`src/sv/timed_message_queue_defines.svh`:
```
// assertion macros for the timed message queue
`ifndef TIMED_MESSAGE_QUEUE_DEFINES_SVH
`define TIMED_MESSAGE_QUEUE_DEFINES_SVH

// antecedent implies consequent in the same cycle
`define TMQ_ASSERT_SAME(lbl, clk, rst_n, ante, cons, msg) \
	lbl: assert property (@(posedge clk) disable iff (!rst_n) (ante) |-> (cons)) \
		else $error(msg);

// antecedent implies consequent in the next cycle
`define TMQ_ASSERT_NEXT(lbl, clk, rst_n, ante, cons, msg) \
	lbl: assert property (@(posedge clk) disable iff (!rst_n) (ante) |=> (cons)) \
		else $error(msg);

`endif

```
`src/sv/tmq_pkg.sv`:
```
// shared types and constants of the timed message queue
`timescale 1ns / 1ps

package tmq_pkg;

	localparam int MAX_RESULTS = 16;
	localparam int CNT_W = $clog2(MAX_RESULTS);

	localparam logic FUNC_POST = 1'b0;
	localparam logic FUNC_TICK = 1'b1;

	localparam logic [1:0] KIND_ACCEPT   = 2'd0;
	localparam logic [1:0] KIND_FULL     = 2'd1;
	localparam logic [1:0] KIND_DISPATCH = 2'd2;

	typedef struct packed {
		logic load;
		logic post;
		logic pop;
	} cmd_t;

	typedef struct packed {
		logic head_due;
		logic last_pop;
	} status_t;

endpackage

```
`src/sv/tmq_ctrl.sv`:
```
// controller state machine of the timed message queue
`timescale 1ns / 1ps

module tmq_ctrl (
	input  logic            clk,
	input  logic            arst_n,
	input  logic            start,
	input  logic            func,
	input  tmq_pkg::status_t status,
	output logic            busy,
	output tmq_pkg::cmd_t   cmd
);
	import tmq_pkg::*;

	typedef enum logic [2:0] {
		ST_IDLE = 3'b001,
		ST_POST = 3'b010,
		ST_TICK = 3'b100
	} state_t;

	state_t state_q, state_d;

	always_comb begin
		state_d = state_q;
		cmd.load = 1'b0;
		cmd.post = 1'b0;
		cmd.pop = 1'b0;
		unique case (state_q)
			ST_IDLE: begin
				if (start) begin
					cmd.load = 1'b1;
					state_d = (func == FUNC_TICK) ? ST_TICK : ST_POST;
				end
			end
			ST_POST: begin
				cmd.post = 1'b1;
				state_d = ST_IDLE;
			end
			ST_TICK: begin
				if (status.head_due) begin
					cmd.pop = 1'b1;
					if (status.last_pop) begin
						state_d = ST_IDLE;
					end
				end else begin
					state_d = ST_IDLE;
				end
			end
			default: begin
				state_d = ST_IDLE;
			end
		endcase
	end

	always_ff @(posedge clk or negedge arst_n) begin
		if (!arst_n) begin
			state_q <= ST_IDLE;
		end else begin
			state_q <= state_d;
		end
	end

	assign busy = (state_q != ST_IDLE);

endmodule

```
`src/sv/tmq_datapath.sv`:
```
// sorted shift-register queue, input latches and result register
`timescale 1ns / 1ps
`include "timed_message_queue_defines.svh"

module tmq_datapath #(
	parameter int QUEUE_DEPTH = 16
) (
	input  logic             clk,
	input  logic             arst_n,
	input  tmq_pkg::cmd_t    cmd,
	output tmq_pkg::status_t status,
	input  logic [7:0]       sender_id,
	input  logic [7:0]       receiver_id,
	input  logic [7:0]       msg_code,
	input  logic [31:0]      due_time,
	input  logic [31:0]      extra_tag,
	input  logic [31:0]      current_time,
	output logic             result_valid,
	output logic [1:0]       kind,
	output logic [7:0]       out_sender,
	output logic [7:0]       out_receiver,
	output logic [7:0]       out_code,
	output logic [31:0]      out_tag,
	output logic             is_last
);
	import tmq_pkg::*;

	localparam int OW = $clog2(QUEUE_DEPTH + 1);

	logic [31:0] time_q [QUEUE_DEPTH];
	logic [7:0]  snd_q  [QUEUE_DEPTH];
	logic [7:0]  rcv_q  [QUEUE_DEPTH];
	logic [7:0]  code_q [QUEUE_DEPTH];
	logic [31:0] tag_q  [QUEUE_DEPTH];

	logic [OW-1:0]    occ_q;
	logic [CNT_W-1:0] cnt_q;

	logic [7:0]  snd_in_q, rcv_in_q, code_in_q;
	logic [31:0] due_in_q, tag_in_q, now_q;

	logic        done_q, last_q;
	logic [1:0]  kind_q;
	logic [7:0]  out_snd_q, out_rcv_q, out_code_q;
	logic [31:0] out_tag_q;

	logic [QUEUE_DEPTH-1:0] keep;
	logic [QUEUE_DEPTH-1:0] ins_here;
	logic full, next_due;

	// entries that stay ahead of the new message form a prefix
	always_comb begin
		for (int i = 0; i < QUEUE_DEPTH; i++) begin
			keep[i] = (OW'(i) < occ_q) && (time_q[i] <= due_in_q);
		end
		ins_here[0] = !keep[0];
		for (int i = 1; i < QUEUE_DEPTH; i++) begin
			ins_here[i] = !keep[i] && keep[i-1];
		end
	end

	assign full = (occ_q == OW'(QUEUE_DEPTH));
	assign status.head_due = (occ_q != '0) && (time_q[0] < now_q);
	assign next_due = (occ_q > OW'(1)) && (time_q[1] < now_q);
	assign status.last_pop = !next_due || (cnt_q == CNT_W'(MAX_RESULTS - 1));

	always_ff @(posedge clk) begin
		if (cmd.load) begin
			snd_in_q <= sender_id;
			rcv_in_q <= receiver_id;
			code_in_q <= msg_code;
			due_in_q <= due_time;
			tag_in_q <= extra_tag;
			now_q <= current_time;
		end
	end

	always_ff @(posedge clk) begin
		if (cmd.post && !full) begin
			for (int i = 0; i < QUEUE_DEPTH; i++) begin
				if (ins_here[i]) begin
					time_q[i] <= due_in_q;
					snd_q[i] <= snd_in_q;
					rcv_q[i] <= rcv_in_q;
					code_q[i] <= code_in_q;
					tag_q[i] <= tag_in_q;
				end else if (!keep[i] && i > 0) begin
					time_q[i] <= time_q[(i > 0) ? i - 1 : 0];
					snd_q[i] <= snd_q[(i > 0) ? i - 1 : 0];
					rcv_q[i] <= rcv_q[(i > 0) ? i - 1 : 0];
					code_q[i] <= code_q[(i > 0) ? i - 1 : 0];
					tag_q[i] <= tag_q[(i > 0) ? i - 1 : 0];
				end
			end
		end else if (cmd.pop) begin
			for (int i = 0; i < QUEUE_DEPTH - 1; i++) begin
				time_q[i] <= time_q[i+1];
				snd_q[i] <= snd_q[i+1];
				rcv_q[i] <= rcv_q[i+1];
				code_q[i] <= code_q[i+1];
				tag_q[i] <= tag_q[i+1];
			end
		end
	end

	always_ff @(posedge clk or negedge arst_n) begin
		if (!arst_n) begin
			occ_q <= '0;
			cnt_q <= '0;
			done_q <= 1'b0;
		end else begin
			done_q <= cmd.post || cmd.pop;
			if (cmd.load) begin
				cnt_q <= '0;
			end else if (cmd.pop) begin
				cnt_q <= cnt_q + CNT_W'(1);
			end
			if (cmd.post && !full) begin
				occ_q <= occ_q + OW'(1);
			end else if (cmd.pop) begin
				occ_q <= occ_q - OW'(1);
			end
		end
	end

	always_ff @(posedge clk) begin
		if (cmd.post) begin
			kind_q <= full ? KIND_FULL : KIND_ACCEPT;
			out_snd_q <= '0;
			out_rcv_q <= '0;
			out_code_q <= '0;
			out_tag_q <= '0;
			last_q <= 1'b1;
		end else if (cmd.pop) begin
			kind_q <= KIND_DISPATCH;
			out_snd_q <= snd_q[0];
			out_rcv_q <= rcv_q[0];
			out_code_q <= code_q[0];
			out_tag_q <= tag_q[0];
			last_q <= status.last_pop;
		end
	end

	assign result_valid = done_q;
	assign kind = kind_q;
	assign out_sender = out_snd_q;
	assign out_receiver = out_rcv_q;
	assign out_code = out_code_q;
	assign out_tag = out_tag_q;
	assign is_last = last_q;

	`TMQ_ASSERT_SAME(a_occ_range, clk, arst_n, 1'b1, occ_q <= OW'(QUEUE_DEPTH), "occupancy over depth")
	`TMQ_ASSERT_SAME(a_head_sorted, clk, arst_n, occ_q > OW'(1), time_q[0] <= time_q[1], "queue head out of order")
	`TMQ_ASSERT_NEXT(a_pop_occ, clk, arst_n, cmd.pop, occ_q == $past(occ_q) - OW'(1), "pop did not shrink queue")
	`TMQ_ASSERT_NEXT(a_ins_occ, clk, arst_n, cmd.post && !full, occ_q == $past(occ_q) + OW'(1), "insert did not grow queue")
	`TMQ_ASSERT_SAME(a_post_last, clk, arst_n, done_q && kind_q != KIND_DISPATCH, last_q, "post status without last mark")

endmodule

```
`src/sv/timed_message_queue.sv`:
```
// top level of the timed message queue
`timescale 1ns / 1ps
// usage:
// a command is taken at a rising edge with start high and busy low. func 0 posts a
// message (sender_id, receiver_id, msg_code, due_time, extra_tag) into a queue kept
// sorted by due_time, behind entries of equal time. func 1 is a tick carrying
// current_time: every held entry with a time strictly earlier leaves, head first.
// each result shows for one cycle with result_valid high; the receiver cannot stall.
// a post gives one result (kind accepted or full) with is_last set: the take latches
// the inputs, then the POST state writes the result register; busy stays high for one
// cycle, so the next command is taken only after that result is registered. a tick
// gives one dispatched message per cycle from the queue head, up to 16 per tick,
// is_last on the final one; busy drops with the last pop, so the port stays held until
// the tick is through. a tick with nothing due gives no result and frees the port.
// the rate is set by the single shift-register queue, which moves at most once per cycle.
// reset empties the queue and returns the controller to idle; no clearing pass.

module timed_message_queue #(
	parameter int QUEUE_DEPTH = 16
) (
	input  logic        clk,
	input  logic        arst_n,
	input  logic        start,
	output logic        busy,
	input  logic        func,
	input  logic [7:0]  sender_id,
	input  logic [7:0]  receiver_id,
	input  logic [7:0]  msg_code,
	input  logic [31:0] due_time,
	input  logic [31:0] extra_tag,
	input  logic [31:0] current_time,
	output logic        result_valid,
	output logic [1:0]  kind,
	output logic [7:0]  out_sender,
	output logic [7:0]  out_receiver,
	output logic [7:0]  out_code,
	output logic [31:0] out_tag,
	output logic        is_last
);
	import tmq_pkg::*;

	cmd_t    cmd;
	status_t status;

	tmq_ctrl u_ctrl (
		.clk    (clk),
		.arst_n (arst_n),
		.start  (start),
		.func   (func),
		.status (status),
		.busy   (busy),
		.cmd    (cmd)
	);

	tmq_datapath #(
		.QUEUE_DEPTH (QUEUE_DEPTH)
	) u_datapath (
		.clk          (clk),
		.arst_n       (arst_n),
		.cmd          (cmd),
		.status       (status),
		.sender_id    (sender_id),
		.receiver_id  (receiver_id),
		.msg_code     (msg_code),
		.due_time     (due_time),
		.extra_tag    (extra_tag),
		.current_time (current_time),
		.result_valid (result_valid),
		.kind         (kind),
		.out_sender   (out_sender),
		.out_receiver (out_receiver),
		.out_code     (out_code),
		.out_tag      (out_tag),
		.is_last      (is_last)
	);

endmodule

```
`config.mk`:
```
export PLATFORM = sky130hd
export DESIGN_NAME = timed_message_queue
export DESIGN_NICKNAME = d
export VERILOG_FILES = /design/src/sv/tmq_pkg.sv /design/src/sv/tmq_ctrl.sv /design/src/sv/tmq_datapath.sv /design/src/sv/timed_message_queue.sv
export VERILOG_INCLUDE_DIRS = /design/src /design/src/sv
export SDC_FILE = /design/constraint.sdc
export NUM_CORES = 2
export LEC_CHECK = 0
export BUFFER_PORTS_ARGS = -buffer_cell sky130_fd_sc_hd__buf_2
export CAP_MARGIN = 15
export CELL_PAD_IN_SITES_DETAIL_PLACEMENT = 1
export CELL_PAD_IN_SITES_GLOBAL_PLACEMENT = 1
export CORE_ASPECT_RATIO = 1.2
export CORE_UTILIZATION = 45
export CTS_BUF_LIST = sky130_fd_sc_hd__clkbuf_16
export CTS_CLUSTER_SIZE = 24
export DETAILED_ROUTE_END_ITERATION = 7
export MAX_ROUTING_LAYER = met4
export PLACE_DENSITY_LB_ADDON = 0.1
export SETUP_SLACK_MARGIN = 0.02
export SLEW_MARGIN = 20
export SYNTH_ARGS = -nofsm -noshare
export SYNTH_HDL_FRONTEND = slang
export SYNTH_SLANG_ARGS = --single-unit
```
`constraint.sdc`:
```
create_clock -name clk -period 8.6 [get_ports clk]
set_clock_uncertainty 0.05 [all_clocks]
set_input_delay 0.43 -clock clk [delete_from_list [all_inputs] [get_ports clk]]
set_output_delay 0.43 -clock clk [all_outputs]
set_load 0.03 [all_outputs]
```
# [Word-level counts from Yosys, hierarchy flattened]
# Memory sizes are Yosys's and may differ from the RTL's.
# Index checks and enable logic that the tools add are counted.
[word_totals] register_bits=192 ram_bits=1408 in_bits=124 output_inout_bits=61 word_cells=553 n_memories=5
[classes] addsub=3 n_lt_le_gt_ge=35 n_eq_ne=8 muxes=278 bitwise=150 reduce_logical=58
[memory_table] memory="u_datapath.tag_q" words=16 width=32 read_ports=16 rd_clocked_by_memory_dff=0 wr=16 line_no="tmq_datapath.sv:34" source="logic [31:0] tag_q [QUEUE_DEPTH];"
[memory_table] memory="u_datapath.time_q" words=16 width=32 read_ports=16 rd_clocked_by_memory_dff=0 wr=16 line_no="tmq_datapath.sv:30" source="logic [31:0] time_q [QUEUE_DEPTH];"
[memory_table] memory="u_datapath.code_q" words=16 width=8 read_ports=16 rd_clocked_by_memory_dff=0 wr=16 line_no="tmq_datapath.sv:33" source="logic [7:0] code_q [QUEUE_DEPTH];"
[memory_table] memory="u_datapath.rcv_q" words=16 width=8 read_ports=16 rd_clocked_by_memory_dff=0 wr=16 line_no="tmq_datapath.sv:32" source="logic [7:0] rcv_q [QUEUE_DEPTH];"
[memory_table] memory="u_datapath.snd_q" words=16 width=8 read_ports=16 rd_clocked_by_memory_dff=0 wr=16 line_no="tmq_datapath.sv:31" source="logic [7:0] snd_q [QUEUE_DEPTH];"
[ops] operator="two-way mux 32 bit" count=60
[ops] operator="two-way mux 8 bit" count=90
[ops] operator="<= comparator 32 bit" count=16
[ops] operator="bitwise OR 1 bit" count=150
[ops] operator="two-way mux 1 bit" count=117
[ops] operator="< comparator 32 bit" count=2
[ops] operator="< comparator 4 x 5 -> 1 bit (first input constant)" count=8
[ops] operator="logical AND 1 bit" count=34
[ops] operator="< comparator 3 x 5 -> 1 bit (first input constant)" count=4
[ops] operator="zero test 1 bit" count=17
[ops] operator="two-way mux 3 bit" count=4
[ops] operator="< comparator 1 x 5 -> 1 bit (first input constant)" count=2
[ops] operator="< comparator 2 x 5 -> 1 bit (first input constant)" count=2
[ops] operator="two-way mux 5 bit" count=2
[ops] operator="two-way mux 4 bit" count=2
[ops] operator="one-hot mux 3 bit (2 select lines)" count=1
[ops] operator="nonzero test 2 bit" count=3
[ops] operator="adder 5 x 1 -> 5 bit (second input constant)" count=1
[ops] operator="== test 5 bit (second input constant)" count=1
[ops] operator="greater-than comparator 5 x 1 -> 1 bit (second input constant)" count=1
[ops] operator="nonzero test 5 bit" count=1
[ops] operator="subtractor 5 x 1 -> 5 bit (second input constant)" count=1
[ops] operator="adder 4 x 1 -> 4 bit (second input constant)" count=1
[ops] operator="== test 4 bit (second input constant)" count=1
[ops] operator="other kinds (9)" count=11

# [Longest topological paths before layout]
# An unclocked memory read counts as a cell.
[depth] depth_word=10 ltp_mapped=15 ltp_nobuf=10

# [Hierarchy]
# Synthesis repeated with hierarchy kept, for this count alone.
[unflattened] hier_cells=7785 hier_area_um2=88891.5
[modules_own_cells] module="tmq_datapath" n_inst=1 cells_each=7774 area_per_inst_um2=88745.1 seq_area_each_um2=47335.4
[modules_own_cells] module="tmq_ctrl" n_inst=1 cells_each=11 area_per_inst_um2=146.4 seq_area_each_um2=76.3

# [Least setup slack after synthesis]
# OpenSTA, ideal clock, no wires.
[synth_timing] path_type="register to register" start="register u_datapath.due_in_q[13]" end="memory u_datapath.code_q[3][0], enable pin" setup_ps=664 t_arrival_ps=8435 t_required_ps=7886 path_slack_ps=-548 stages_incl_launch_ff=10 period_less_slack_ps=9148 path_cell_list="edfxtp_1 clkbuf_1 inv_1 ha_1 nand4_1 nor4_1 o21ai_0 o211ai_1 a21oi_1 o31ai_1"
[synth_lines] item="start, declared" line_no="tmq_datapath.sv:40" source="logic [31:0] due_in_q, tag_in_q, now_q;"
[synth_lines] item="start signal, assigned" line_no="tmq_datapath.sv:72" source="due_in_q <= due_time;"
[synth_lines] item="end, declared" line_no="tmq_datapath.sv:33"

==> reports/results.txt <==
RR Endpoint = u_datapath.time_q[12][27]$_DFFE_PP_
Setup crit start kind = flip-flop
I/O pin total = 185
Post-CTS Setup Repair Bufs = 0
final period utilization = 0.662
proportion of layout cells with a drive suffix above 1 = 0.101
violations in the final reports = design-rule violations
top flip-flop cell by instance count after synthesis = sky130_fd_sc_hd__edfxtp_1
wire per inst = 29.6 um
htree depth = 4
clock buffer count from CTS = 177
# rows = 176
crit path capture type = flip-flop
number of cells produced by synthesis = 7904
hpwl dp = 215000 um
DR iter-0 viols = 4306
Mapped Avg Cell Area = 11.0 um^2
part of the Yosys area used for sequential elements = 0.547
count of input and output buffers = 184
type of the worst setup path = flip-flop to flip-flop
chip width = 403 um
crit path time final = 5.69 ns
final-layout setup total negative slack = 0 ns
clk sink count = 1600
Congestion Overflow GR = 0
Clock Latency Late Sink = 0.86 ns
arrival time of the worst setup path = 6.19 ns
Finish-stage setup viols = 0
number of nets with antenna violations after detailed routing = 0
source of the worst register-to-register timing path = u_datapath.due_in_q[28]$_DFFE_PP_
die height = 483 um
register cell area after layout = 47400 um^2
Final Net Count = 8645
TritonCTS clock tree = done
number of warnings printed during yosys synthesis = 0
number of different library cells in the post-synthesis netlist = 77
EDFF count, synth = 1530
Pleak = 0.0338 uW
DRC violation count after routing = 2
most frequent standard cell in the layout excluding fill and tap cells = sky130_fd_sc_hd__nand2_1
depth of the most critical reg-to-reg path = 12
number of antenna violations at the first check in global routing = 7
total die area = 194000 um^2
Initial Utilization = 0.453
Highest Clock Rate = 176 MHz
worst min-delay path class = primary input to asynchronous set/reset pin
outcome = finished, violations left
Routability Congestion = 0.954
# resized after CTS = 0
required time of the critical path = 9.10 ns
vias in the first global route = 70824
largest fanout on the critical path = 46
Max Cap Viol = 0
synthesized netlist net count = 8606
core area = 192000 um^2
maximum resistive drop on vdd = 0.224 mV
root buf cell = sky130_fd_sc_hd__clkbuf_16
clock buffer depth = 3
Global Route Usage Sum = 0.329
unrepaired setup endpoints after global routing = false
Placed Instance Area = 89600 um^2
Slew @ Worst Pin = 1.17 ns
routed vias = 65630
Multi-input gate area = 36800 um^2
leading cell types in the layout, fill and taps excluded = sky130_fd_sc_hd__nand2_1, sky130_fd_sc_hd__edfxtp_1, sky130_fd_sc_hd__o211ai_1, sky130_fd_sc_hd__ha_1, sky130_fd_sc_hd__o21ai_0
number of search-and-repair iterations in the first detailed-routing pass = 7
final hold violation count = 0
Max Slew Vio Count = 0
largest net degree at the start of global routing = 177
area of the mapped netlist = 86700 um^2
Async SR Flop Fraction = 0.00813
reg2reg setup slack = 2.91 ns
Syn-to-layout area delta = 11.2%
global-route wire length before repair = 462000 um
number of filler cells placed in the layout = 20246
synthesized flop and latch total = 1600
via-per-instance ratio = 6.20
power density relative to cell area = 217 nW/um^2
headroom to the max-slew limit = 0.217
final instance area = 96400 um^2
clock-pin slew of the registers on the worst-case setup and hold paths = 0.06 ns
overall routed net length = 313000 um
routing by layer:
metal  vias up  routed length (um)  GRT usage
met2      1572              165000      0.589
met1     33789              116000      0.349
li1      29433                   -          -
met4         0               23100      0.209
met3       836                9130     0.0310
met5         -                   0          -
power by group:
group | total [uW] | internal (uW) | leakage [uW] | switching, uW
clock network | 7590 | 4130 | 0.00290 | 3450
logic | 3600 | 1250 | 0.0162 | 2350
registers | 9780 | 9270 | 0.0147 | 512
total | 21000 | 14700 | 0.0338 | 6310
what timing repair did:
item / in CTS / in global routing
endpoints found under the setup margin: 0 / 0
hold endpoints to repair: 135 / 0
hold buffers: 123 / 0
through the flow:
step | instances | hold WS, ns | power, uW | setup WS [ns] | utilization
6_report | 10583 | 0.0684 | 21000 | 2.91 | 0.503
5_1_grt | 10582 | 0.0663 | 21700 | 2.72 | 0.503
4_1_cts | 10581 | 0.0310 | 21100 | 3.00 | 0.503
3_5_place_dp | 10133 | 0.317 | 13500 | 3.04 | 0.468
2_1_floorplan | 7904 | 0.0844 | 12100 | 1.54 | -
3_3_place_gp | 10133 | 0.309 | 13400 | 3.10 | 0.467
kinds of logic after synthesis:
family	count (synthesis)	synth area share
and+or+nand+nor	2666	0.124
AOI/OAI and AO/OA	1710	0.128
DFF	1600	0.547
muxes	703	0.0849
buffers and inverters	641	0.0322
adders and majority gates	578	0.0834
xor gates and xnor gates	6	0.000606
area by class of cell:
type | instances | area share
well taps | 2492 | 0.0323
clock buffers | 177 | 0.0459
flip-flops and latches | 1600 | 0.492
clock inverters | 148 | 0.0124
multi-input cells | 5663 | 0.382
inverters | 93 | 0.00362
repair buffers | 408 | 0.0320
diodes | 2 | 0.0000519
cell usage after synthesis (22+ instances only):
| cell | number | area (um^2) |
|---|---|---|
| sky130_fd_sc_hd__nand2_1 | 2316 | 8690 |
| sky130_fd_sc_hd__edfxtp_1 | 1530 | 45900 |
| sky130_fd_sc_hd__o211ai_1 | 633 | 4750 |
| sky130_fd_sc_hd__ha_1 | 578 | 7230 |
| sky130_fd_sc_hd__o21ai_0 | 487 | 2440 |
| sky130_fd_sc_hd__mux2i_1 | 441 | 4410 |
| sky130_fd_sc_hd__a21oi_1 | 262 | 1310 |
| sky130_fd_sc_hd__clkbuf_1 | 259 | 972 |
| sky130_fd_sc_hd__mux2_2 | 251 | 2830 |
| sky130_fd_sc_hd__buf_2 | 250 | 1250 |
| sky130_fd_sc_hd__nand4_1 | 124 | 776 |
| sky130_fd_sc_hd__a21o_1 | 97 | 728 |
| sky130_fd_sc_hd__o221ai_1 | 94 | 823 |
| sky130_fd_sc_hd__inv_1 | 93 | 349 |
| sky130_fd_sc_hd__dfxtp_1 | 57 | 1140 |
| sky130_fd_sc_hd__nor2_1 | 46 | 173 |
| sky130_fd_sc_hd__nand3_1 | 40 | 200 |
| sky130_fd_sc_hd__nor2b_1 | 36 | 225 |
| sky130_fd_sc_hd__nor3_1 | 26 | 130 |
| sky130_fd_sc_hd__buf_1 | 23 | 86.3 |
| sky130_fd_sc_hd__o21ai_1 | 22 | 110 |
flip-flops by register name (all words and copies together) (netlist names), 4 cells and up:
| register | cells |
|---|---|
| u_datapath.rcv_in_q | 8 |
| u_datapath.code_q | 128 |
| u_datapath.now_q | 32 |
| u_datapath.tag_q | 512 |
| u_datapath.occ_q | 5 |
| u_datapath.due_in_q | 32 |
| u_datapath.out_tag | 32 |
| u_datapath.time_q | 512 |
| u_datapath.snd_in_q | 8 |
| u_datapath.out_sender | 8 |
| u_datapath.out_code | 8 |
| u_datapath.snd_q | 128 |
| u_datapath.rcv_q | 128 |
| u_datapath.cnt_q | 4 |
| u_datapath.tag_in_q | 32 |
| u_datapath.out_receiver | 8 |
| u_datapath.code_in_q | 8 |
worst max-delay path, stage by stage, from the launching register on:
cell and delay, ns:
sky130_fd_sc_hd__edfxtp_1 0.57, sky130_fd_sc_hd__inv_1 0.69, sky130_fd_sc_hd__ha_1 0.36, sky130_fd_sc_hd__nand4_1 0.12, sky130_fd_sc_hd__or3_1 0.23, sky130_fd_sc_hd__nor2_1 0.08, sky130_fd_sc_hd__a211oi_1 0.22, sky130_fd_sc_hd__o2111ai_1 0.31
sky130_fd_sc_hd__o21ai_4 0.58, sky130_fd_sc_hd__buf_4 0.88, sky130_fd_sc_hd__buf_4 0.74, sky130_fd_sc_hd__mux2i_1 0.29, sky130_fd_sc_hd__o21ai_0 0.10
how the worst max path moves through the flow:
stage                                                     end  slack, ns                               start  cells past startpoint
after floorplan             u_datapath.code_q[0][0]$_DFFE_PP_       1.54  u_datapath.time_q[0][31]$_DFFE_PP_                      9
after global placement      u_datapath.snd_q[12][0]$_DFFE_PP_       3.10    u_datapath.due_in_q[9]$_DFFE_PP_                     12
after detailed placement  u_datapath.time_q[12][27]$_DFFE_PP_       3.04   u_datapath.due_in_q[28]$_DFFE_PP_                     12
after CTS                 u_datapath.time_q[12][27]$_DFFE_PP_       3.00   u_datapath.due_in_q[11]$_DFFE_PP_                     12
after global routing      u_datapath.time_q[12][27]$_DFFE_PP_       2.72   u_datapath.due_in_q[28]$_DFFE_PP_                     12
final                     u_datapath.time_q[12][27]$_DFFE_PP_       2.91   u_datapath.due_in_q[28]$_DFFE_PP_                     12
Power figures use the tool's default switching activity.
